`src/design/atrl_pkg.sv`:
```
// shared types and constants of the averaged thermostat relay lockout block
// no dependencies; used by atrl_avg and the top level
`default_nettype none

package atrl_pkg;

    // moving average window, a power of two
    localparam int DEPTH      = 8;
    localparam int DEPTH_LOG2 = $clog2(DEPTH);

    // field widths
    localparam int TEMP_W  = 13;
    localparam int SP_W    = 9;
    localparam int TSS_W   = 16;
    localparam int TSC_W   = 20;
    localparam int SUM_W   = TEMP_W + DEPTH_LOG2;
    localparam int CFG_W   = 20;
    localparam int CIDX_W  = 2;

    // configuration register indexes
    localparam logic [CIDX_W-1:0] CFG_SET_POINT       = 2'd0;
    localparam logic [CIDX_W-1:0] CFG_SAMPLE_INTERVAL = 2'd1;
    localparam logic [CIDX_W-1:0] CFG_LOCKOUT_TIME    = 2'd2;

    // configuration reset values
    localparam logic signed [SP_W-1:0] SP_RESET  = 9'sd65;
    localparam logic [TSS_W-1:0]       SI_RESET  = 16'd2000;
    localparam logic [TSC_W-1:0]       LT_RESET  = 20'd300000;

    // saturation limits of the tick counters
    localparam logic [TSS_W-1:0] TSS_MAX = {TSS_W{1'b1}};
    localparam logic [TSC_W-1:0] TSC_MAX = {TSC_W{1'b1}};

    // result of the averaging stage for one tick
    typedef struct packed {
        logic signed [SUM_W-1:0] sum;
        logic                    taken;
    } t_avg_res;

endpackage

`default_nettype wire

```
`src/design/atrl_avg.sv`:
```
// sample ring, running sum and sample interval timing
// depends on atrl_pkg
`default_nettype none

module atrl_avg (
    input  wire                                    i_clk,
    input  wire                                    i_rst_n,
    input  wire                                    i_fire,
    input  wire logic signed [atrl_pkg::TEMP_W-1:0] i_reading,
    input  wire logic [atrl_pkg::TSS_W-1:0]        i_interval,
    output atrl_pkg::t_avg_res                     o_res
);

    logic signed [atrl_pkg::TEMP_W-1:0]   r_ring [atrl_pkg::DEPTH];
    logic [atrl_pkg::DEPTH_LOG2-1:0]      r_pos;
    logic [atrl_pkg::DEPTH_LOG2-1:0]      n_pos;
    logic                                 r_primed;
    logic signed [atrl_pkg::SUM_W-1:0]    r_sum;
    logic signed [atrl_pkg::SUM_W-1:0]    n_sum;
    logic [atrl_pkg::TSS_W-1:0]           r_tss;
    logic [atrl_pkg::TSS_W-1:0]           n_tss;
    logic [atrl_pkg::TSS_W-1:0]           tss_inc;
    logic                                 due;
    logic                                 taken;
    logic signed [atrl_pkg::SUM_W-1:0]    reading_ext;
    logic signed [atrl_pkg::SUM_W-1:0]    oldest_ext;

    // saturating tick count and sample decision
    assign tss_inc = (r_tss == atrl_pkg::TSS_MAX) ? r_tss : r_tss + 1'b1;
    assign due     = (tss_inc >= i_interval);
    assign taken   = !r_primed || due;
    assign n_pos   = r_pos + 1'b1;

    assign reading_ext = atrl_pkg::SUM_W'(i_reading);
    assign oldest_ext  = atrl_pkg::SUM_W'(r_ring[n_pos]);

    // next running sum
    always_comb begin
        n_sum = r_sum;
        n_tss = tss_inc;
        if (!r_primed) begin
            n_sum = reading_ext <<< atrl_pkg::DEPTH_LOG2;
            n_tss = '0;
        end else if (due) begin
            n_sum = r_sum + reading_ext - oldest_ext;
            n_tss = '0;
        end
    end

    // sum first, taken flag in the lowest bit
    assign o_res = {n_sum, taken};

    // control state
    always_ff @(posedge i_clk) begin
        if (!i_rst_n) begin
            r_pos    <= '0;
            r_primed <= 1'b0;
            r_sum    <= '0;
            r_tss    <= '0;
        end else if (i_fire) begin
            r_primed <= 1'b1;
            r_sum    <= n_sum;
            r_tss    <= n_tss;
            if (r_primed && due) begin
                r_pos <= n_pos;
            end
        end
    end

    // ring storage, filled whole by the first tick
    always_ff @(posedge i_clk) begin
        if (i_fire) begin
            if (!r_primed) begin
                for (int i = 0; i < atrl_pkg::DEPTH; i++) begin
                    r_ring[i] <= i_reading;
                end
            end else if (due) begin
                r_ring[n_pos] <= i_reading;
            end
        end
    end

endmodule

`default_nettype wire

```
`src/design/averaged_thermostat_relay_lockout.sv`:
```
// Averaged thermostat with heater relay lockout.
// Slave stream: one beat per millisecond tick. i_s_tdata carries temp_sample
// (signed 1/16 degree F) in bits 12:0, i_s_tuser[0] is sample_ok; a reading
// that is not ok counts as zero. Master stream: one result beat per input beat,
// o_m_tdata bits 12:0 hold the floor moving average over 8 samples, o_m_tuser
// holds heat_on, relay_locked and sample_taken from bit 0 up.
// Configuration: i_cfg_valid/o_cfg_ready with i_cfg_index (0 set point,
// 1 sample interval, 2 lockout time) and i_cfg_data; writes to index 3 are
// dropped. o_cfg_ready is always high; write only while the block is idle.
// Path: an accepted beat is registered in the input register, then processed
// into the result register once the result stage can advance and offered on
// the master side from then on. Throughput is one beat per cycle while the
// receiver takes results, as the running sum and tick counters are updated
// once per beat.
// Reset (synchronous, active low) empties both stages, loads the register
// defaults, turns the relay off and allows a relay change at once; the first
// tick after reset fills the whole sample ring. When the receiver stalls the
// result is held and the input register still takes one more beat, after
// which o_s_tready drops until the result is taken.
`default_nettype none

module averaged_thermostat_relay_lockout (
    input  wire                                 i_clk,
    input  wire                                 i_rst_n,
    // slave stream
    input  wire                                 i_s_tvalid,
    output logic                                o_s_tready,
    input  wire [15:0]                          i_s_tdata,   // [12:0] temp_sample
    input  wire [0:0]                           i_s_tuser,   // [0] sample_ok
    // master stream
    output logic                                o_m_tvalid,
    input  wire                                 i_m_tready,
    output logic [15:0]                         o_m_tdata,   // [12:0] average_temp
    output logic [2:0]                          o_m_tuser,   // [0] heat_on,
                                                             // [1] relay_locked,
                                                             // [2] sample_taken
    // configuration write channel
    input  wire                                 i_cfg_valid,
    output logic                                o_cfg_ready,
    input  wire [atrl_pkg::CIDX_W-1:0]          i_cfg_index,
    input  wire [atrl_pkg::CFG_W-1:0]           i_cfg_data
);

    // configuration registers
    logic signed [atrl_pkg::SP_W-1:0]    r_set_point;
    logic [atrl_pkg::TSS_W-1:0]          r_interval;
    logic [atrl_pkg::TSC_W-1:0]          r_lockout;

    // input stage
    logic                                r_in_valid;
    logic signed [atrl_pkg::TEMP_W-1:0]  r_in_temp;
    logic                                r_in_ok;

    // relay state
    logic                                r_relay;
    logic                                n_relay;
    logic [atrl_pkg::TSC_W-1:0]          r_tsc;
    logic [atrl_pkg::TSC_W-1:0]          n_tsc;
    logic [atrl_pkg::TSC_W-1:0]          tsc_inc;

    // result stage
    logic                                r_out_valid;
    logic signed [atrl_pkg::TEMP_W-1:0]  r_out_avg;
    logic                                r_out_relay;
    logic                                r_out_locked;
    logic                                r_out_taken;

    logic                                advance;
    logic                                fire;
    logic signed [atrl_pkg::TEMP_W-1:0]  reading;
    logic signed [atrl_pkg::SUM_W-1:0]   sp_scaled;
    logic signed [atrl_pkg::SUM_W-1:0]   avg_full;
    logic                                want;
    logic                                change;
    logic                                allowed;
    logic                                locked;
    atrl_pkg::t_avg_res                  avg_res;

    // handshakes
    assign advance     = !r_out_valid || i_m_tready;
    assign fire        = r_in_valid && advance;
    assign o_s_tready  = !r_in_valid || advance;
    assign o_cfg_ready = 1'b1;

    // configuration writes
    always_ff @(posedge i_clk) begin
        if (!i_rst_n) begin
            r_set_point <= atrl_pkg::SP_RESET;
            r_interval  <= atrl_pkg::SI_RESET;
            r_lockout   <= atrl_pkg::LT_RESET;
        end else if (i_cfg_valid) begin
            unique case (i_cfg_index)
                atrl_pkg::CFG_SET_POINT:
                    r_set_point <= i_cfg_data[atrl_pkg::SP_W-1:0];
                atrl_pkg::CFG_SAMPLE_INTERVAL:
                    r_interval <= i_cfg_data[atrl_pkg::TSS_W-1:0];
                atrl_pkg::CFG_LOCKOUT_TIME:
                    r_lockout <= i_cfg_data[atrl_pkg::TSC_W-1:0];
                default: begin
                end
            endcase
        end
    end

    // input register
    always_ff @(posedge i_clk) begin
        if (!i_rst_n) begin
            r_in_valid <= 1'b0;
        end else if (o_s_tready) begin
            r_in_valid <= i_s_tvalid;
        end
    end

    always_ff @(posedge i_clk) begin
        if (o_s_tready && i_s_tvalid) begin
            r_in_temp <= i_s_tdata[atrl_pkg::TEMP_W-1:0];
            r_in_ok   <= i_s_tuser[0];
        end
    end

    assign reading = r_in_ok ? r_in_temp : '0;

    // ring and running sum
    atrl_avg u_avg (
        .i_clk      (i_clk),
        .i_rst_n    (i_rst_n),
        .i_fire     (fire),
        .i_reading  (reading),
        .i_interval (r_interval),
        .o_res      (avg_res)
    );

    // relay decision against the exact average
    assign sp_scaled = atrl_pkg::SUM_W'(r_set_point) <<< (4 + atrl_pkg::DEPTH_LOG2);
    assign want      = (sp_scaled > avg_res.sum);
    assign tsc_inc   = (r_tsc == atrl_pkg::TSC_MAX) ? r_tsc : r_tsc + 1'b1;
    assign change    = (want != r_relay);
    assign allowed   = (tsc_inc >= r_lockout);
    assign locked    = change && !allowed;
    assign n_relay   = (change && allowed) ? want : r_relay;
    assign n_tsc     = (change && allowed) ? '0 : tsc_inc;
    assign avg_full  = avg_res.sum >>> atrl_pkg::DEPTH_LOG2;

    // relay state
    always_ff @(posedge i_clk) begin
        if (!i_rst_n) begin
            r_relay <= 1'b0;
            r_tsc   <= atrl_pkg::TSC_MAX;
        end else if (fire) begin
            r_relay <= n_relay;
            r_tsc   <= n_tsc;
        end
    end

    // result register
    always_ff @(posedge i_clk) begin
        if (!i_rst_n) begin
            r_out_valid <= 1'b0;
        end else if (advance) begin
            r_out_valid <= r_in_valid;
        end
    end

    always_ff @(posedge i_clk) begin
        if (fire) begin
            r_out_avg    <= avg_full[atrl_pkg::TEMP_W-1:0];
            r_out_relay  <= n_relay;
            r_out_locked <= locked;
            r_out_taken  <= avg_res.taken;
        end
    end

    assign o_m_tvalid = r_out_valid;
    assign o_m_tdata  = {{(16 - atrl_pkg::TEMP_W){1'b0}}, r_out_avg};
    assign o_m_tuser  = {r_out_taken, r_out_locked, r_out_relay};

endmodule

`default_nettype wire

```
`config.mk`:
```
export PLATFORM = sky130hd
export DESIGN_NAME = averaged_thermostat_relay_lockout
export DESIGN_NICKNAME = d
export VERILOG_FILES = /design/src/design/atrl_pkg.sv /design/src/design/atrl_avg.sv /design/src/design/averaged_thermostat_relay_lockout.sv
export SDC_FILE = /design/constraint.sdc
export NUM_CORES = 1
export LEC_CHECK = 0
export ABC_AREA = 1
export BUFFER_PORTS_ARGS = -buffer_cell sky130_fd_sc_hd__buf_2
export CAP_MARGIN = 5
export CORE_ASPECT_RATIO = 1.4
export CORE_MARGIN = 4
export CORE_UTILIZATION = 40
export DETAILED_ROUTE_END_ITERATION = 8
export PLACE_DENSITY = 0.57
export SYNTH_ARGS = -nofsm -noshare
export SYNTH_HDL_FRONTEND = slang
export SYNTH_SLANG_ARGS = --single-unit
export TNS_END_PERCENT = 50
```
`constraint.sdc`:
```
create_clock -name i_clk -period 12.4 [get_ports i_clk]
set_input_delay 2.48 -clock i_clk [delete_from_list [all_inputs] [get_ports i_clk]]
set_output_delay 2.48 -clock i_clk [all_outputs]
set_load 0.02 [all_outputs]
```
* Word-level counts from Yosys, hierarchy flattened
Memory sizes are Yosys's and may differ from the RTL's. Index checks and enable logic that the tools add are counted.
Word-level totals: register bits 134, bits in writable memories 104, input bits 44, output and inout bits 22, logic and storage cells 68, memories 1
Operators by class: $add $sub $neg 5, magnitude comparators 3, equality and inequality tests 5, mux-type cells 19, reductions and logical operators 18
Memory list:
- u_avg.r_ring | depth 8, bits a word 13, read ports 1, clocked after Yosys merged registers in 0, write ports 8, RTL line atrl_avg.sv:14 | logic signed [atrl_pkg::TEMP_W-1:0] r_ring [atrl_pkg::DEPTH];
Operator list (number):
- 2-to-1 mux 16 bit | 5
- 2-to-1 mux 20 bit | 2
- 2-to-1 mux 13 bit | 2
- adder 20 x 1 -> 20 bit, second input constant | 1
- == test 20 bit, second input constant | 1
- >= comparator 20 bit | 1
- adder 16 x 1 -> 16 bit, second input constant | 1
- adder 16 x 13 -> 16 bit | 1
- == test 16 bit, second input constant | 1
- >= comparator 16 bit | 1
- > comparator 16 bit | 1
- subtractor 16 x 13 -> 16 bit | 1
- OR reduction 13 bit | 1
- 2-to-1 mux 1 bit | 9
- AND reduction 2 bit | 4
- logical AND 1 bit | 5
- zero test 1 bit | 4
- adder 3 x 1 -> 3 bit, second input constant | 1
- logical OR 1 bit | 3
- 2-to-1 mux 3 bit | 1
- == test 2 x 1 -> 1 bit, second input constant | 1
- == test 2 bit, second input constant | 1
- zero test 2 bit | 1
- inequality test 1 bit | 1

* Longest topological paths before layout
Gate-level depths: netlist of run 1.
depth in word-level cells 9, gate-level depth with buffers 39

* Hierarchy
From an unflattened synthesis of run 1, not the netlist that was laid out.
Unflattened totals: cell total of the unflattened synthesis 1693, area total of the unflattened synthesis 13397.8 µm²
By module, submodules not included:
- atrl_avg | instances 1, cells each 1033, area an instance 8336.7 µm²
- averaged_thermostat_relay_lockout | instances 1, cells each 660, area an instance 5061.1 µm²

* Worst setup path before layout of run 1
OpenSTA, ideal clock, no wires.
kind register to register, start register u_avg.r_pos[0] (netlist name), end register r_tsc[9] (netlist name), library setup time 0.115 ns, arrival time 5.182 ns, data required time 12.285 ns, setup slack 7.103 ns, stages on the path, launching flop included 38, buffers on the path 2, cells stage by stage dfxtp_1 > ha_1 > or2_1 > nand2_1 > nor2_1 > inv_2 > clkbuf_1 > a21oi_1 > or4_1 > fa_1 > inv_1 > ha_1 > a21oi_1 > nor2_1 > nor2_1 > nand2_1 > nand2_1 > nand2_1 > [2 not listed] > xor2_1 > nand2_1 > inv_1 > or2_2 > ha_1 > nand2_1 > nor2_1 > nand4_1 > nor2_1 > a211oi_1 > xnor2_1 > inv_1 > nand2_2 > nand2_2 > nand3_2 > buf_6 > nand2_2 > nand2_2
Between the ends: word-level cells in the longest chain between the ends 9
Ends and longest elaborated chain:
- start: declaration | RTL line atrl_avg.sv:15 | logic [atrl_pkg::DEPTH_LOG2-1:0] r_pos;
- start signal: assignment | RTL line atrl_avg.sv:65 | r_pos <= n_pos;
- adder 3 x 1 -> 3 bit | RTL line atrl_avg.sv:32 | assign n_pos = r_pos + 1'b1;
- memory (8 x 13 bit)
- subtractor 16 x 13 -> 16 bit | RTL line atrl_avg.sv:45 | n_sum = r_sum + reading_ext - oldest_ext;
- 2-to-1 mux 16 bit | RTL line atrl_avg.sv:44 | end else if (due) begin
- 2-to-1 mux 16 bit | RTL line atrl_avg.sv:41 | if (!r_primed) begin
- > comparator 16 bit | RTL line averaged_thermostat_relay_lockout.sv:135 | assign want = (sp_scaled > avg_res.sum);
- inequality test 1 bit | RTL line averaged_thermostat_relay_lockout.sv:137 | assign change = (want != r_relay);
- logical AND 1 bit | RTL line averaged_thermostat_relay_lockout.sv:141 | assign n_tsc = (change && allowed) ? '0 : tsc_inc;
- 2-to-1 mux 20 bit | RTL line averaged_thermostat_relay_lockout.sv:141
- end signal: assignment | RTL line averaged_thermostat_relay_lockout.sv:148 | r_tsc <= atrl_pkg::TSC_MAX;
- end signal: assignment | RTL line averaged_thermostat_relay_lockout.sv:151 | r_tsc <= n_tsc;
- end: declaration | RTL line averaged_thermostat_relay_lockout.sv:57 | logic [atrl_pkg::TSC_W-1:0] r_tsc;
Every way passes these cells. A chain may end at the register's enable or synchronous reset.

* Final worst setup path of run 1
start register u_avg.r_pos[0] (netlist name), end register r_tsc[0] (netlist name)
The elaborated chain is that of the path after synthesis.

==> summary.md, run 1 <==
| Metric | Value |
|---|---|
| Mean post-synth cell area | `8.811 sq um` |
| Layout filler cell count | `a little over 3k` |
| GPL Wtd Cong | `0.8228` |
| Reg2reg end | `r_tsc[0]` |
| First-pass GRT wire length | `49410 um` |
| Setup violators final | `0` |
| Final WS setup | `5431 ps` |
| Worst EP required | `12820 ps` |
| Clk slew on worst S/H paths | `60 ps` |
| DRT iter0 DRCs | `509` |
| Die outline height | `217.8 um` |
| Mapped Cells | `1427` |
| Post-synth ARST share | `0%` |
| Antenna Cells | `0` |
| Cts hold-fix bufs | `0` |
| Post-CTS sizing | `0` |
| Crit Path Max Fanout | `51` |
| Status | `finished clean` |
| Cell Rows | `76` |
| Worst Min Path Start | `r_lockout[19]` |
| Critical path's largest stage delay | `600 ps` |
| Critical path's slowest cell | `or4_1` |
| Mean number of vias per cell | `5.059` |
| Area of the multi-input gates | `5465 sq um` |
| Initial Util | `40.68%` |
| FF-to-FF Start | `u_avg.r_pos[0]` |
| Final ANT Viol Nets | `0` |
| Clock sinks | `238` |
| Total CTS buffers | `25` |
| Max IR drop VDD | `0.0001052 V` |
| Post-Synthesis Cell Area | `12570 sq um` |
| Remaining DRCs | `0` |
| Ratio of cells with drive above 1 in the final layout | `12.85%` |
| Setup TNS | `0 ps` |
| Top cell by count, worst path | `nand2_1` |
| Register Area | `around 6100 sq um` |
| Post-synth top area share | `32.00%` |
| Register area share after synthesis | `between 40% and 50%` |
| IO Pins | `66` |
| Critical path capture point type | `flop` |
| R2R depth | `29` |
| CTS root buf | `clkbuf_16` |
| Area Growth Syn to Fin | `11.39%` |
| Core area | `30900 sq um` |
| HP Class | `flop to flop` |
| Worst Path Class, Setup | `flop to flop` |
| Ys flop type | `edfxtp_1` |
| Slew Limit Headroom | `a little over a third` |
| Tcrit/Tclk final | `roughly 56%` |
| Worst Setup Slack post-DPL | `between 5000 and 6000 ps` |
| Post-synthesis cell type count | `55` |
| Final wirelength | `30690 um` |
| Post-synth top area cell | `edfxtp_1` |
| H-Tree Depth | `1` |
| GRT Total Usage | `18.10%` |
| Antenna violations before repair | `0` |
| CTS tree | `built` |
| Avg WL per Cell | `16.29 um` |
| Setup bufs post-CTS | `0` |
| Synth top area cells | `edfxtp_1 (32%), dfxtp_1 (17%), nand2_1 (8.6%), ha_1 (6.5%), a21oi_1 (6.0%)` |
| RSZ-0062 raised after global routing | `no` |
| Hpwl dp | `21770 um` |
| Count of input and output buffers | `58` |
| Startpoint Class | `flop` |
| Final nets | `1599` |
| Worst setup path endpoint | `r_tsc[0]` |
| Reg2Reg Setup Slack | `5430 ps` |
| Largest net degree at the start of global routing | `68` |
| Via count of the routed design | `9531` |
| Vias in the first global route | `9664` |
| Max Freq | `143.5 MHz` |
| Minimum clock period | `6969 ps` |
| Number of synthesized flops with an enable pin | `134` |
| Leakage | `6.187 nW` |
| Clk_skew | `20.31 ps` |
| Synth warnings | `0` |
| GRT overflow | `0` |
| Die area | `between 30000 and 40000 sq um` |
| Max-slew violation count | `0` |
| Critical Path Source | `u_avg.r_pos[0]` |
| Clk buf depth | `3` |
| Final Hold Fails | `0` |
| Arrival time of the worst setup path | `about 7400 ps` |
| FF+latch count, synth | `238` |
| Pwr/cell area | `between 100 and 150 nW/um^2` |
| Chip Width | `157.8 um` |
| Clock latency on the worst-skew pair | `540 ps` |
| Max-capacitance violation count | `0` |
| Worst-Margin Slew | `967.8 ps` |
| DR pass1 iterations | `5` |
cell type report:
class                      count  area share (%)
clock buffer                  30           4.601
clock inverter                16          0.8397
inverter                     206           5.521
multi-input combinational    930           39.02
sequential                   238           43.60
tap                          390           3.484
timing repair buffer          74           2.930
cell usage in the layout (no fill, tap or decap), drive strengths merged, types with 10 or more instances in the layout:
cell,instances
a22oi,15
nor3,21
edfxtp,134
o21ai,57
clkbuf,30
o211ai,17
clkinv,10
nand2,310
a21oi,153
xor2,28
or4,11
ha,65
buf,74
fa,15
nand3,46
dfxtp,104
nor2,119
xnor2,10
inv,203
nand4,19
worst max-delay path, delay by kind of cell (launching register included):
| kind | cells | cell delay (ps) |
|---|---|---|
| flip-flops | 1 | 380 |
| AO/OA/AOI/OAI | 5 | 690 |
| buffers and inverters | 6 | 1600 |
| adder cells (fa/ha/maj) | 3 | 1220 |
| AND/OR/NAND/NOR | 13 | 2490 |
| XOR/XNOR | 2 | 390 |
how the worst min path moves through the flow:
stage | end | slack (ps) | cells after the start
after floorplan | r_interval[11] | 440 | 2
after global placement | r_interval[12] | 450 | 2
after detailed placement | r_set_point[6] | 450 | 2
after CTS | r_lockout[19] | 470 | 2
after global routing | r_lockout[10] | 480 | 2
final | r_lockout[19] | 460 | 2
cell usage after synthesis (2+ instances only):
cell,instances
nand2_1,287
inv_1,190
a21oi_1,151
edfxtp_1,134
nor2_1,106
dfxtp_1,104
ha_1,65
o21ai_0,56
nand3_1,34
clkbuf_1,33
xor2_1,25
nand2_2,22
nor3_1,20
nand4_1,18
o211ai_1,17
a22oi_1,15
fa_1,15
inv_2,12
nand3_2,11
or4_1,11
nor2_2,10
xnor2_1,10
buf_4,7
buf_1,6
buf_2,6
o22ai_1,6
o31ai_1,6
a211oi_1,5
clkinv_1,4
nor2_4,3
o21bai_1,3
or2_2,3
xor2_2,3
a21o_1,2
buf_6,2
conb_1,2
nand3b_2,2
nor4_2,2
o21a_1,2
or2_1,2
report_power, final:
part	leakage, nW	switching [W]	internal [W]	total (W)
Sequential	2.13	0.0000214	0.000881	0.000902
Clock	0.350	0.000312	0.000392	0.000704
Combinational	3.71	0.000228	0.000117	0.000345
layer usage:
layer | track usage, % | part of all wire (%) | up-vias
met5 | 0 | 0 | -
met4 | 6.858 | 3.5 | 0
met3 | 2.283 | 4.1 | 56
met2 | 33.32 | 52 | 171
met1 | 21.14 | 40 | 4467
li1 | - | - | 4837
per-stage QoR:
step / std cells / total power, W / hold slack, ps / area, sq um / util [%]
detailed placement: 1838 / 0.001267 / 454.6 / 13240 / 42.85
CTS: 1884 / 0.001976 / 467.4 / 14010 / 45.32
finish: 1884 / 0.001952 / 462.9 / 14010 / 45.32
floorplan: 1429 / 0.001179 / 435.3 / 12580 / -
global route: 1884 / 0.002058 / 479.5 / 14010 / 45.32
global placement: 1838 / 0.001259 / 451.0 / 13240 / 42.85
registers in the layout (all words and copies together), names as in the netlist, 3 cells and up:
name	cells
u_avg.r_ring	104
u_avg.r_tss	16
r_out_avg	13
r_interval	16
r_in_temp	13
r_tsc	20
r_set_point	9
r_lockout	20
u_avg.r_pos	3
u_avg.r_sum	16
cells by family after synthesis:
family	Yosys count	synth area share, %
simple gates	536	19.33
compound gates	272	12.16
buf+inv	261	8.210
flops	238	48.56
fa+ha+maj	80	8.857
xor+xnor	38	2.826
other cells	2	0.05973
Note: power is estimated with default switching activity, not from simulation.
==> run 2, diff against run 1 <==
- ABC_AREA: 1 -> 0
- clock period: 12.4 -> 6.45 ns (I/O delays scaled with it)
==> run 2 against run 1 <==
Effect of this change: cell count decreased by 7.7%; register-to-register slack worse by 5100 ps; non-clock buffer count increased by 70; sequential share of layout area down 2.0 points; cell area grew 4.7%; routed wire length shrank 0.81%; largest cell class unchanged; highest routed layer unchanged.
==> summary.md, run 2 <==
| Metric | Value |
|---|---|
| DRT iter0 DRCs | `435` |
| Post-synth top area cell | `edfxtp_1` |
| Chip Width | `between 150 and 200 um` |
| Final ANT Viol Nets | `0` |
| Antenna Cells | `0` |
| FF+latch count, synth | `238` |
| Clk slew on worst S/H paths | `~60 ps` |
| Post-Synthesis Cell Area | `12370 sq um` |
| Startpoint Class | `flop` |
| Ys flop type | `edfxtp_1` |
| Buf/Inv on CP | `6` |
| Setup TNS | `0 ps` |
| Psw | `0.001064 W` |
| Synth warnings | `0` |
| Dpl cells | `around 1.7k` |
| Post-synth top area share | `approximately 33%` |
| Minimum clock period | `6122 ps` |
| Via count of the routed design | `9142` |
| Area Growth Syn to Fin | `18.63%` |
| Clk_skew | `13.61 ps` |
| Status | `finished clean` |
| Remaining DRCs | `0` |
| Total CTS buffers | `25` |
| Final Util | `48.55%` |
| Worst EP required | `6870 ps` |
| Final wirelength | `approximately 30000 um` |
| Commonest non-fill, non-tap cell in the layout | `nand2_1` |
| Synth top area cells | `edfxtp_1 (33%), dfxtp_1 (17%), ha_1 (6.6%), mux2i_1 (5.1%), nand2_1 (4.3%)` |
| Clock latency on the worst-skew pair | `530 ps` |
| First-pass GRT wire length | `46890 um` |
| Hpwl dp | `between 20000 and 25000 um` |
| Pwr/cell area | `272.4 nW/um^2` |
| Leakage | `5.806 nW` |
| Avg WL per Cell | `about 18 um` |
| Pint | `roughly 0.0029 W` |
| Cell Rows | `between 70 and 80` |
| Largest net degree at the start of global routing | `71` |
| Sw Ratio | `26.63%` |
| Comb power frac | `17.5%` |
| Mapped Cells | `1232` |
| Non-filler cells, final | `1739` |
| Max IR drop VDD | `0.0002069 V` |
| Mean post-synth cell area | `around 10 sq um` |
| Antenna violations before repair | `0` |
| Regs by FF count | `u_avg.r_ring x104, r_lockout x20, r_tsc x20` |
| Max Freq | `163.3 MHz` |
| Post-Place Cell Area | `13400 sq um` |
| Clock sinks | `238` |
| Critical path's largest stage delay | `370 ps` |
| Number of synthesized flops with an enable pin | `134` |
| Slew Limit Headroom | `between 30 and 40%` |
| Count of input and output buffers | `58` |
| Clk buf depth | `3` |
| Die area | `33830 sq um` |
| Vias in the first global route | `around 8.9k` |
| Top post-synthesis cells by count | `nand2_1 (143), edfxtp_1 (134), inv_1 (105), dfxtp_1 (104), nor2_1 (104)` |
| Arrival time of the worst setup path | `6550 ps` |
| Tcrit/Tclk final | `94.92%` |
| Die outline height | `216.0 um` |
| Clock group share of total power | `39.1%` |
| GRT Total Usage | `17.37%` |
| Initial Util | `40.92%` |
| Final non-filler cell area | `14670 sq um` |
| Worst-Margin Slew | `999.8 ps` |
| Critical path's slowest cell | `mux2_2` |
| Max reg flops | `104` |
| DR pass1 iterations | `5` |
| Max-slew violation count | `0` |
| Share of power burned in registers | `a little over two fifths` |
| GRT overflow | `0` |
| Core area | `between 30000 and 40000 sq um` |
| Register area share after synthesis | `49.38%` |
| CTS root buf | `clkbuf_16` |
| Max-capacitance violation count | `0` |
| Top cell by count, worst path | `buf_4` |
| Ratio of cells with drive above 1 in the final layout | `between 10% and 20%` |
| H-Tree Depth | `1` |
| Critical path capture point type | `flop` |
| CTS tree | `built` |
| Mean number of vias per cell | `5.257` |
| HP Class | `flop to flop` |
| Reg with most FFs | `u_avg.r_ring` |
| Cts hold-fix bufs | `0` |
| GPL Wtd Cong | `0.8014` |
| Setup violators final | `0` |
| Layout filler cell count | `2854` |
| Crit Path Max Fanout | `10` |
| Most frequent cells in the layout | `nand2_1 (143), edfxtp_1 (134), nor2_1 (103), inv_1 (103), dfxtp_1 (101)` |
| Final Hold Fails | `0` |
| Post-synthesis cell type count | `70` |
| Most numerous cell in the Yosys netlist | `nand2_1` |
| Final nets | `1462` |
| Post-synth ARST share | `0%` |
| IO Pins | `66` |
| CP top delay family | `compound AO/OA/AOI/OAI gates` |
| Worst Path Class, Setup | `flop to flop` |
| Min Hold Slack | `452.3 ps` |
run 2: final timing paths:
kind | start | endpoint | slack [ps] | depth (start not counted)
setup / recovery | u_avg.r_pos[1] | r_tsc[4] | 330 | 32
hold / removal | r_interval[14] | r_interval[14] | 450 | 2
setup reg to reg | u_avg.r_pos[1] | r_tsc[4] | 330 | 32
hold reg to reg | r_interval[14] | r_interval[14] | 450 | 2
run 2: logic make-up after synthesis:
logic type,count (synthesis),synth area share (%)
AO/OA/AOI/OAI,273,14.31
XOR/XNOR,41,2.965
adder cells (fa/ha/maj),80,9.005
buffers and inverters,174,5.626
flip-flops,238,49.38
multiplexers,71,5.859
other,2,0.06073
AND/OR/NAND/NOR,353,12.80
run 2: layer usage:
metal  vias up  GRT usage, %  share of wire, %
li1       4546             -                 -
met1      4405         20.26                39
met2       145         32.84                55
met3        46         2.244               3.5
met4         0         4.805               2.5
met5         -             0                 0
run 2: power by group through the flow:
stage | sequential (W) | clock [W] | combinational [W]
after floorplan | 0.00176 | 0 | 0.000471
after global placement | 0.00176 | 0 | 0.000657
after detailed placement | 0.00177 | 0 | 0.000668
after CTS | 0.00173 | 0.00160 | 0.000684
after global routing | 0.00174 | 0.00166 | 0.000782
final | 0.00174 | 0.00156 | 0.000699
run 2: through the flow:
step | setup WS (ps) | power (W)
after global placement | -101.8 | 0.002421
final | 327.6 | 0.003996
after detailed placement | -204.2 | 0.002436
after global routing | -10.76 | 0.004187
after floorplan | 146.7 | 0.002229
after CTS | 4.929 | 0.004017
run 2: cell type report:
class	count	area, sq um	area share (%)
Sequential cell	238	6110	41.65
Multi-Input combinational cell	822	5771	39.34
Timing Repair Buffer	144	1026	6.994
Clock buffer	28	636.9	4.342
Tap cell	385	481.7	3.284
Inverter	107	401.6	2.738
Clock inverter	15	242.7	1.655
run 2: worst min-delay path, delay by kind of cell (launching register included):
family | cells | cell delay, ps
compound gates | 1 | 50
flops | 1 | 310
simple gates | 1 | 50
run 2: timing repair:
item,in CTS,in global routing
cloned,0,2
resized for setup,9,44
setup endpoints to repair,22,23
buffers inserted,8,8
pin swaps,5,24
